<file path="config.mk">
export PLATFORM = sky130hd
export DESIGN_NAME = wpc_cell
export DESIGN_NICKNAME = d
export VERILOG_FILES = /design/src/sv/assert_macros.svh /design/src/sv/wpc_pkg.sv /design/src/sv/wpc_cell.sv
export SDC_FILE = /design/constraint.sdc
export NUM_CORES = 1
export LEC_CHECK = 0
export ABC_AREA = 0
export ABC_CLOCK_PERIOD_IN_PS = 8950
export BUFFER_PORTS_ARGS = -buffer_cell sky130_fd_sc_hd__buf_2
export CAP_MARGIN = 20
export CORE_ASPECT_RATIO = 2
export CORE_UTILIZATION = 56
export CTS_CLUSTER_SIZE = 12
export DETAILED_ROUTE_END_ITERATION = 8
export PLACE_DENSITY = 0.82
export SYNTH_ARGS = -nofsm -noshare
export SYNTH_HDL_FRONTEND = slang
export SYNTH_SLANG_ARGS = --single-unit
</file>
<file path="constraint.sdc">
create_clock -name clk -period 8.95 [get_ports clk]
set_input_delay 0.895 -clock clk [delete_from_list [all_inputs] [get_ports clk]]
set_output_delay 0.895 -clock clk [all_outputs]
set_load 0.1 [all_outputs]
</file>
<file path="src/sv/assert_macros.svh">
// Assertion macros used by the top level of the weighted pick block.
// Depends on a clock named clk and a reset named rst in the including module.
`ifndef ASSERT_MACROS_SVH
`define ASSERT_MACROS_SVH
`ifndef SYNTH
`define CHK_ALWAYS(name, cond) \
  name: assert property (@(posedge clk) disable iff (rst) (cond)) \
    else $error("assertion failed");
`define CHK_IMPLY(name, pre, post) \
  name: assert property (@(posedge clk) disable iff (rst) (pre) |-> (post)) \
    else $error("assertion failed");
`else
`define CHK_ALWAYS(name, cond)
`define CHK_IMPLY(name, pre, post)
`endif
`endif

</file>
<file path="src/sv/wpc_pkg.sv">
// Package for the weighted pick with cooldown block: sizes, codes, structs.
// No dependencies.
`timescale 1ns / 1ps
package wpc_pkg;
  localparam int MAX_SLOTS    = 32;
  localparam int IDX_W        = $clog2(MAX_SLOTS);
  localparam int CNT_W        = 6;
  localparam int WEIGHT_SCALE = 100;
  localparam int SUM_W        = $clog2(MAX_SLOTS * 255 * WEIGHT_SCALE + 1);
  localparam int FRAC_W       = 16;

  localparam logic OP_LOAD = 1'b0;
  localparam logic OP_PICK = 1'b1;

  typedef struct packed {
    logic        opcode;
    logic [4:0]  slot;
    logic [7:0]  slot_weight;
    logic [19:0] slot_interval_ms;
    logic [31:0] time_now_ms;
    logic [15:0] random_fraction;
  } req_t;

  typedef struct packed {
    logic       picked;
    logic [4:0] picked_index;
  } rsp_t;

  // token that walks the row of cells
  typedef struct packed {
    logic             valid;
    logic             hit;
    logic [IDX_W-1:0] idx;
    logic [SUM_W-1:0] acc;
  } chain_t;

  // broadcast control for all cells
  typedef struct packed {
    logic             pick_pass;
    logic [31:0]      now;
    logic [SUM_W-1:0] choice;
  } ctl_t;

  typedef struct packed {
    logic        en;
    logic [7:0]  weight;
    logic [19:0] interval;
  } load_t;
endpackage

</file>
<file path="src/sv/wpc_cell.sv">
// One slot cell of the weighted pick row: holds weight, interval, next time.
// Depends on wpc_pkg.
`timescale 1ns / 1ps
module wpc_cell import wpc_pkg::*; (
  input  logic             clk,
  input  logic             rst,
  input  logic [IDX_W-1:0] idx,
  input  logic             active,
  input  load_t            ld,
  input  ctl_t             ctl,
  input  chain_t           link_in,
  output chain_t           link_out
);
  logic [7:0]       weight;
  logic [19:0]      interval;
  logic [31:0]      next_time;
  logic             eligible;
  logic [SUM_W-1:0] term;
  logic [SUM_W-1:0] sum;
  logic             take;
  chain_t           link_out_next;

  always_comb begin
    eligible = active && (weight != 8'd0) && (next_time <= ctl.now);
    term     = eligible ? SUM_W'(weight) * SUM_W'(WEIGHT_SCALE) : '0;
    sum      = link_in.acc + term;
    take     = ctl.pick_pass && !link_in.hit && eligible && (ctl.choice < sum);
    link_out_next       = link_in;
    link_out_next.acc   = sum;
    link_out_next.hit   = link_in.hit | take;
    link_out_next.idx   = take ? idx : link_in.idx;
  end

  always_ff @(posedge clk) begin
    if (rst) begin
      weight         <= '0;
      interval       <= '0;
      next_time      <= '0;
      link_out.valid <= 1'b0;
    end else begin
      if (ld.en) begin
        weight    <= ld.weight;
        interval  <= ld.interval;
        next_time <= '0;
      end else if (link_in.valid && take) begin
        next_time <= ctl.now + 32'(interval);
      end
      link_out <= link_out_next;
    end
  end
endmodule
</file>
Yosys cells after proc, flatten, opt, wreduce, memory -nomap -nowiden
Index checks and enable logic that the tools add are counted.

Bitwise gates (word level): 1. $lt $le $gt $ge: 2. Mux-type cells: 2. Multiply operators: 1. Add/subtract/negate cells: 2. Reductions and logical operators: 9.

Operators with widths (number): $add A32 B20 Y32 (1); $le A32 B32 Y1 (1); $add A20 B15 Y20 (1); $lt A20 B20 Y1 (1); $mux W15 (1); $mul A8 B5 Y13 const B (1); $reduce_bool A8 Y1 (1); $logic_and A1 B1 Y1 (6); $mux W5 (1); $reduce_or A2 Y1 (1); $logic_not A1 Y1 (1); $or A1 B1 Y1 (1).

Output and inout port bits: 27. Input bits: 117. Logic and storage cells: 24. Register bits: 87.

Logic depth before layout (Yosys ltp)
Gate-level depths: netlist of run 1.

Depth in word-level cells: 8. Depth in mapped cells: 32. Mapped depth without buffers: 31.

Least setup slack after synthesis of run 1
No wires, ideal clock.

Kind: input -> register. Start point: in ctl[21] (netlist name). End point: reg next_time[3]. Arrival time: 6358 ps. Slack: 2463 ps. Required time: 8821 ps. Path buffers: 2. Stages on the path: 30. Setup time: 129 ps. Cell sequence: inv_1 ha_1 nor2b_1 o211ai_1 a2111o_1 o211ai_1 a22oi_1 and3_1 clkbuf_1 and2_1 ha_1 fa_1 a21o_1 a21oi_1 o21bai_1 a211o_1 nand3_1 a31oi_1 and2_1 or2_2 ha_1 or3_1 a221oi_1 o21ai_0 a21oi_1 nand4_2 nor2_4 buf_4 mux2i_1 nor2_1.

Cells in the longest elaborated chain, start to end: 7. Elaborated cells on any way between the ends: 9. Classes of those cells: add/sub: 2; order compare: 2; mux: 1; reduce/logical: 4.

Ends and longest elaborated chain: from (decl) (line wpc_cell.sv:10) `input ctl_t ctl,`; $le A32 B32 Y1 (line wpc_cell.sv:24) `eligible = active && (weight != 8'd0) && (next_time <= ctl.now);`; $logic_and A1 B1 Y1 (line wpc_cell.sv:24); $mux W15 (line wpc_cell.sv:25) `term = eligible ? SUM_W'(weight) * SUM_W'(WEIGHT_SCALE) : '0;`; $add A20 B15 Y20 (line wpc_cell.sv:26) `sum = link_in.acc + term;`; $lt A20 B20 Y1 (line wpc_cell.sv:27) `take = ctl.pick_pass && !link_in.hit && eligible && (ctl.choice < sum);`; $logic_and A1 B1 Y1 (line wpc_cell.sv:27); $logic_and A1 B1 Y1 (line wpc_cell.sv:45) `end else if (link_in.valid && take) begin`; to (signal assigned) (line wpc_cell.sv:46) `next_time <= ctl.now + 32'(interval);`; to (decl) (line wpc_cell.sv:16) `logic [31:0] next_time;`.

Several ways; a longest one is shown, not always the timed one. A chain may end at the register's enable or synchronous reset.

==> impl_metrics.toml, run 1 <==
[status]
outcome = "finished, final reports clean"

[global_route]
grt_util_met2 = 0.583
grt_pass1_wl_um = 27400
grt_pass1_vias = 6237
grt_start_max_net_pins = 33
grt_overflow = 0
grt_util_met1 = 0.246
antenna_found_initial = 0
busiest_layer = "met2"
grt_usage = 0.285
met3_usage = 0.0415

[cells_and_area]
layout_common_cells = "143 x buf_2, 117 x ha_1, 78 x inv_1"
nets = 1117
final_design_area_no_fill_mm2 = 0.00795
syn_to_final_growth_pct = 16.7
layout-drive-gt1-share = 0.202
mostFrequentLayoutCell = "buf_2"
antenna_cells = 0

[setup_path]
ff2ff_setup_slack_ns = 1.93
arrival_ns = 7.62
crit_slowest_cell = "a221oi_1"
critPathMaxFanout = 26
cp.required_ns = 9.16
worstSetupEndpointType = "flip-flop"
cp-start-kind = "input port"
cp_slowest_stage_delay_ns = 0.40
crit_top_cell = "a21o_1"
path_class = "in2reg"

[sta]
max_slew.worst_pin.slew_ns = 1.04
fin_skew_ns = 0.00764
timing.slew.headroom = 0.305
hold_violations = 0
max_freq_mhz = 135
fin_crit_sh = 0.828
rsz0062_at_grt = "no"
finalSetupViolations = 0
slew_viol_final = 0
fin_crit_ns = 7.41
tns_ns = 0

[yosys]
synth_flop_cell = "dfxtp_1"
synth_warnings = 0
synthArstFlopShare = 0
avgSynthCellArea_um2 = 9.23
ys_seq_area_frac = 0.294
synth-edff-count = 26
postSynthCellCount = 738
syn-num-nets = 977
synth.distinct_cells = 62
synth_area_mm2 = 0.00681
ys_ff_latch = 87

[floorplan]
dieHeight_um = 158
core-area_mm2 = 0.0118
ios = 144
start_util = 0.579
die_w_um = 80
rows = 56
die_area_mm2 = 0.0126

[routing]
drt_iter0_drc = 228
ant_nets = 0
vias = 5850
wl_per_cell_um = 16.8
drc = 0
dr.pass1.iters = 4
drt_wl_total_um = 17300
viasPerCell = 5.69

[placement]
placed_area_mm2 = 0.00765
io_buffers = 143
place_hpwl_um = 14000
gp_congestion = 0.909

[clocking]
clock_path_buffers = 2
postCtsHoldBufs = 0
path_clk_slew_ns = 0.06
htreeDepth = 3
cts_tree = "done"
cts_setup_buffers = 0
cts_sinks = 87
cts_buffers = 9
cts_root_buf = "clkbuf_16"
ctsResizeCount = 0
clock_latency_ns = 0.34

[job]
cap_violations = 0

[pwr]
power_density_mw_per_mm2 = 152
irDropWorstVdd_uv = 105
cellLeakagePower_uw = 0.00404

[min_path]
hp-class = "reg2reg"
==> area by class of cell <==
class | instances | area (um^2)
multi-input cells | 558 | 4450
fillers | 984 | 3820
flip-flops and latches | 87 | 2000
repair buffers | 144 | 723
inverters | 78 | 293
clock buffers | 9 | 225
well taps | 145 | 181
clock inverters | 7 | 73.8
==> power breakdown <==
part / total (uW) / leakage (uW) / switching (uW) / internal, uW
logic: 389 / 0.00314 / 255 / 134
clock network: 381 / 0.000145 / 164 / 217
registers: 441 / 0.000752 / 9.97 / 432
total: 1210 / 0.00404 / 429 / 782
==> worst paths after layout <==
kind / from / endpoint / depth (start not counted)
hold reg to reg: next_time[19] / next_time[19] / 2
setup / recovery: ctl[41] / next_time[15] / 30
setup reg to reg: next_time[21] / next_time[15] / 28
hold / removal: next_time[19] / next_time[19] / 2
==> cell families (layout without fill, tap and decap cells) <==
family / Yosys count / count (layout) / synth area share
compound gates: 167 / 167 / 0.163
mux: 49 / 49 / 0.0729
flops: 87 / 87 / 0.294
fa+ha+maj: 122 / 122 / 0.230
buf+inv: 93 / 238 / 0.0525
simple gates: 172 / 172 / 0.127
xor+xnor: 48 / 48 / 0.0617
==> critical path, delay by kind of cell <==
| family | cells | cell delay, ns |
|---|---|---|
| AOI/OAI and AO/OA | 15 | 3.25 |
| xor gates and xnor gates | 1 | 0.17 |
| adders and majority gates | 3 | 0.70 |
| buffers and inverters | 4 | 0.63 |
| muxes | 1 | 0.25 |
| and+or+nand+nor | 6 | 1.71 |
==> routing by layer <==
metal  up-vias  routed length (um)
li1       2906                   -
met1      2730                5860
met2       159                9930
met3        55                 668
met4         0                 798
met5         -                   0
==> cells in the mapped netlist (all sizes together) (14+ instances only) <==
cell	number	share of area
nand2	20	0.011
mux2i	44	0.065
and2	14	0.013
inv	78	0.043
a21o	24	0.026
edfxtp	26	0.11
a21oi	41	0.030
xnor2	35	0.045
ha	117	0.21
o21ai	38	0.028
nor2	70	0.040
dfxtp	61	0.18
==> stage by stage <==
step	hold slack, ns	total power, uW	worst slack, ns	util	std cells
detailed placement	0.472	837	1.26	0.650	1012
floorplan	0.445	738	2.46	-	738
global route	0.504	1270	1.05	0.676	1028
CTS	0.484	1220	1.57	0.676	1028
finish	0.481	1210	1.54	0.676	1028
global placement	0.466	832	1.53	0.650	1012
==> registers in the layout (all words and copies together), names as in the netlist <==
signal     flops
link_out      27
next_time     32
interval      20
weight         8
No activity file was read; power rests on OpenSTA's default activity.
==> run 2, diff against run 1 <==
--- a/config.mk
+++ b/config.mk
@@ -6,7 +6,7 @@
 export NUM_CORES = 1
 export LEC_CHECK = 0
 export ABC_AREA = 0
-export ABC_CLOCK_PERIOD_IN_PS = 8950
+export ABC_CLOCK_PERIOD_IN_PS = 7560
 export BUFFER_PORTS_ARGS = -buffer_cell sky130_fd_sc_hd__buf_2
 export CAP_MARGIN = 20
 export CORE_ASPECT_RATIO = 2
==> constraint.sdc (replaced) <==
create_clock -name clk -period 7.56 [get_ports clk]
set_input_delay 0.756 -clock clk [delete_from_list [all_inputs] [get_ports clk]]
set_output_delay 0.756 -clock clk [all_outputs]
set_load 0.1 [all_outputs]
==> impl_metrics.toml, run 2 (synthesized netlist as in run 1, its figures left out) <==
[cells_and_area]
layout_common_cells = "143 x buf_2, 117 x ha_1, 78 x inv_1"
syn_to_final_growth_pct = 17.5
mostFrequentLayoutCell = "buf_2"
max_flop_register = "next_time"
layout-drive-gt1-share = 0.201
largest_register_ffs = 32
antenna_cells = 0
largest_registers = "next_time x32, link_out x27, interval x20"
nets = 1119
fin_util = 0.680

[setup_path]
reg2reg_to = "next_time[14]"
cp.required_ns = 7.77
cp-start-kind = "input port"
arrival_ns = 7.02
cp_slowest_stage_delay_ns = 0.43
endpoint = "next_time[14]"
ff2ff_setup_slack_ns = 1.01
crit_top_cell = "a21o_1"
crit_start = "ctl[41]"
critPathMaxFanout = 33
worstSetupEndpointType = "flip-flop"
rr_worst_depth = 28
path_class = "in2reg"
r2r_start = "next_time[21]"
crit_slowest_cell = "a221oi_1"

[floorplan]
rows = 56
ios = 144
die_w_um = 80
die_area_mm2 = 0.0126
core-area_mm2 = 0.0118
dieHeight_um = 158
start_util = 0.579

[job]
cap_violations = 0

[sta]
fin_skew_ns = 0.00632
max_slew.worst_pin.slew_ns = 1.03
rsz0062_at_grt = "no"
timing.slew.headroom = 0.310
tns_ns = 0
hold_violations = 0
fin_crit_sh = 0.900
slew_viol_final = 0
finalSetupViolations = 0
max_freq_mhz = 147
fin_crit_ns = 6.81

[global_route]
grt_overflow = 0
grt_usage = 0.280
grt_pass1_vias = 6170
grt_start_max_net_pins = 34
antenna_found_initial = 0
grt_pass1_wl_um = 27000

[clocking]
cts_tree = "done"
cts_sinks = 87
path_clk_slew_ns = 0.06
ctsResizeCount = 0
postCtsHoldBufs = 0
clock_path_buffers = 2
htreeDepth = 3
clock_latency_ns = 0.34
cts_setup_buffers = 0
cts_buffers = 9
cts_root_buf = "clkbuf_16"

[routing]
vias = 5950
dr.pass1.iters = 6
drt_iter0_drc = 177
wl_per_cell_um = 16.5
ant_nets = 0
drt_wl_total_um = 17000
viasPerCell = 5.78
drc = 0

[min_path]
hp-class = "reg2reg"
worstHoldStart = "next_time[19]"

[placement]
gp_congestion = 0.916
place_hpwl_um = 13800
io_buffers = 143

[pwr]
power_density_mw_per_mm2 = 187
irDropWorstVdd_uv = 125
cellLeakagePower_uw = 0.00407

[status]
outcome = "finished, final reports clean"
==> run 2: changes by cell type in the layout (fill, tap and decap cells not counted), sizes merged <==
| cell | change |
|---|---|
| bufinv | +2 |
| buf | +2 |
| clkinv | -2 |
==> run 2: worst max-delay path: cells and delay by family <==
| kind | cells | cell delay [ns] |
|---|---|---|
| and+or+nand+nor | 6 | 1.31 |
| adders and majority gates | 3 | 0.74 |
| AOI/OAI and AO/OA | 15 | 3.16 |
| xor gates and xnor gates | 1 | 0.19 |
| buffers and inverters | 4 | 0.59 |
| muxes | 1 | 0.27 |
==> run 2: worst min path at each step <==
stage,slack [ns],to,depth (start not counted)
after global placement,0.47,next_time[18],1
after floorplan,0.45,next_time[19],2
final,0.49,next_time[19],2
after detailed placement,0.47,next_time[18],1
after CTS,0.49,next_time[18],1
after global routing,0.50,next_time[19],2
==> run 2: final cells by class <==
type                       count  area [um^2]
fill                         978         3770
inverter                      78          293
multi-input combinational    558         4450
clock inverter                 7          111
tap                          145          181
timing repair buffer         146          738
sequential                    87         2000
clock buffer                   9          225
==> run 2: through the flow <==
step	power, uW	setup WS (ns)	hold slack [ns]	area [um^2]	instances
2_1_floorplan	874	1.21	0.445	6810	738
3_3_place_gp	983	0.643	0.469	7670	1014
3_5_place_dp	992	0.434	0.475	7670	1014
4_1_cts	1500	0.741	0.490	8010	1030
5_1_grt	1560	0.278	0.503	8010	1030
6_report	1490	0.753	0.487	8010	1030
==> run 2: report_power, final <==
group	internal (uW)	leakage, uW	switching (uW)
Combinational	159	0.00315	302
Clock	321	0.000161	188
Sequential	511	0.000752	12.4
Total	991	0.00407	502
==> run 2: layer usage <==
| metal | vias up | global-route usage | part of all wire |
|---|---|---|---|
| met5 | - | 0 | 0 |
| met4 | 0 | 0.182 | 0.058 |
| met3 | 64 | 0.0415 | 0.035 |
| met2 | 178 | 0.550 | 0.56 |
| met1 | 2798 | 0.254 | 0.35 |
| li1 | 2910 | - | - |
==> run 3, diff against run 2 <==
--- a/config.mk
+++ b/config.mk
@@ -13,6 +13,8 @@
 export CORE_UTILIZATION = 56
 export CTS_CLUSTER_SIZE = 12
 export DETAILED_ROUTE_END_ITERATION = 8
+export GPL_TIMING_DRIVEN = 0
+export HOLD_SLACK_MARGIN = 0.12
 export PLACE_DENSITY = 0.82
 export SYNTH_ARGS = -nofsm -noshare
 export SYNTH_HDL_FRONTEND = slang
==> impl_metrics.toml, run 3 (synthesized netlist as in run 1, its figures left out) <==
[setup_path]
cp-start-kind = "input port"
arrival_ns = 7.21
cp.required_ns = 7.77
path_class = "in2reg"
crit_top_cell = "ha_1"
worstSetupEndpointType = "flip-flop"
cp_slowest_stage_delay_ns = 0.40
critPathMaxFanout = 10
crit_slowest_cell = "fa_1"

[global_route]
grt_overflow = 0
antenna_found_initial = 0
grt_pass1_vias = 6208
grt_pass1_wl_um = 27000
grt_usage = 0.280
grt_start_max_net_pins = 27

[status]
outcome = "finished, final reports clean"

[routing]
ant_nets = 0
drc = 0
dr.pass1.iters = 4
viasPerCell = 5.64
drt_iter0_drc = 198
vias = 5879
wl_per_cell_um = 16.3
drt_wl_total_um = 17000

[sta]
max_freq_mhz = 143
timing.final.ws_setup_ns = 0.559
hold_violations = 0
max_slew.worst_pin.slew_ns = 1.03
fin_crit_sh = 0.926
slew_viol_final = 0
rsz0062_at_grt = "no"
timing.slew.headroom = 0.313
finalSetupViolations = 0
fin_crit_ns = 7.00
fin_skew_ns = 0.00712

[cells_and_area]
largest_register_ffs = 32
layout_common_cells = "144 x buf_2, 117 x ha_1, 78 x inv_1"
largest_registers = "next_time x32, link_out x27, interval x20"
syn_to_final_growth_pct = 18.4
fin_util = 0.686
max_flop_register = "next_time"
nets = 1132
mostFrequentLayoutCell = "buf_2"
antenna_cells = 0
layout-drive-gt1-share = 0.205
fin_cells = 1043

[pwr]
cellLeakagePower_uw = 0.00409
p_sw_frac = 0.345
irDropWorstVdd_uv = 143
power_density_mw_per_mm2 = 182
intPower_uw = 962
power.total_uw = 1470
comb_power_share = 0.314
seqPwrFrac = 0.356
p_switching_uw = 508
p_clk_frac = 0.330

[placement]
io_buffers = 143
place_hpwl_um = 14000
gp_congestion = 0.851
dp.cells = 1026
place_ws_ns = -0.238

[floorplan]
ios = 144
rows = 56
die_area_mm2 = 0.0126
dieHeight_um = 158
start_util = 0.579
core-area_mm2 = 0.0118
die_w_um = 80

[clocking]
path_clk_slew_ns = 0.07
clock_latency_ns = 0.34
cts_tree = "done"
cts_buffers = 9
htreeDepth = 3
cts_root_buf = "clkbuf_16"
clock_path_buffers = 2
cts_sinks = 87

[job]
cap_violations = 0

[min_path]
hp-class = "reg2reg"
[run 3: changes by cell type in the layout (fill, tap and decap cells not counted), sizes merged]
cell,before,now
buf,146,148
bufinv,3,2
clkbuf,9,20
clkinv,3,2
inv,78,80
[run 3: power by group through the flow]
| stage | registers [uW] | clock network [uW] | logic, uW |
|---|---|---|---|
| 2_1_floorplan | 640 | 0 | 234 |
| 3_3_place_gp | 532 | 0 | 449 |
| 3_5_place_dp | 533 | 0 | 458 |
| 4_1_cts | 523 | 494 | 461 |
| 5_1_grt | 525 | 509 | 504 |
| 6_report | 523 | 486 | 461 |
[run 3: per-layer routing]
metal | global-route usage | vias up | part of all wire
met1 | 0.238 | 2753 | 0.34
met4 | 0.140 | 0 | 0.040
met2 | 0.587 | 138 | 0.58
met3 | 0.0455 | 42 | 0.040
li1 | - | 2946 | -
met5 | 0 | - | 0
[run 3: critical path, delay by kind of cell]
kind | cells | cell delay (ns)
and+or+nand+nor | 12 | 2.56
AOI/OAI and AO/OA | 10 | 1.94
adders and majority gates | 4 | 1.11
buffers and inverters | 4 | 0.61
muxes | 1 | 0.22
[run 3: what timing repair did]
action                     in CTS  in global routing
hold buffers                    0                  0
resized for setup               0                  7
setup endpoints to repair       0                 37
setup buffers                   0                  1
[run 3: final timing paths]
path	startpoint	to	slack [ns]	depth (start not counted)
hold reg to reg	next_time[19]	next_time[19]	0.48	2
hold / removal	next_time[19]	next_time[19]	0.48	2
setup reg to reg	next_time[22]	next_time[4]	0.87	29
setup / recovery	ctl[42]	next_time[4]	0.56	31
[run 3: per-stage QoR]
| stage | setup TNS, ns | instance area, um^2 | hold slack, ns |
|---|---|---|---|
| floorplan | 0 | 6810 | 0.445 |
| global placement | -2.94 | 7710 | 0.461 |
| detailed placement | -5.42 | 7710 | 0.463 |
| CTS | 0 | 8030 | 0.486 |
| global route | 0 | 8070 | 0.500 |
| finish | 0 | 8070 | 0.485 |
[run 3: area by class of cell]
type	instances	area, um^2
clock buffer	9	225
timing repair buffer	144	723
buffer	15	66.3
sequential	87	2000
tap	145	181
multi-input combinational	558	4480
fill	960	3700
clock inverter	7	95.1
inverter	78	293
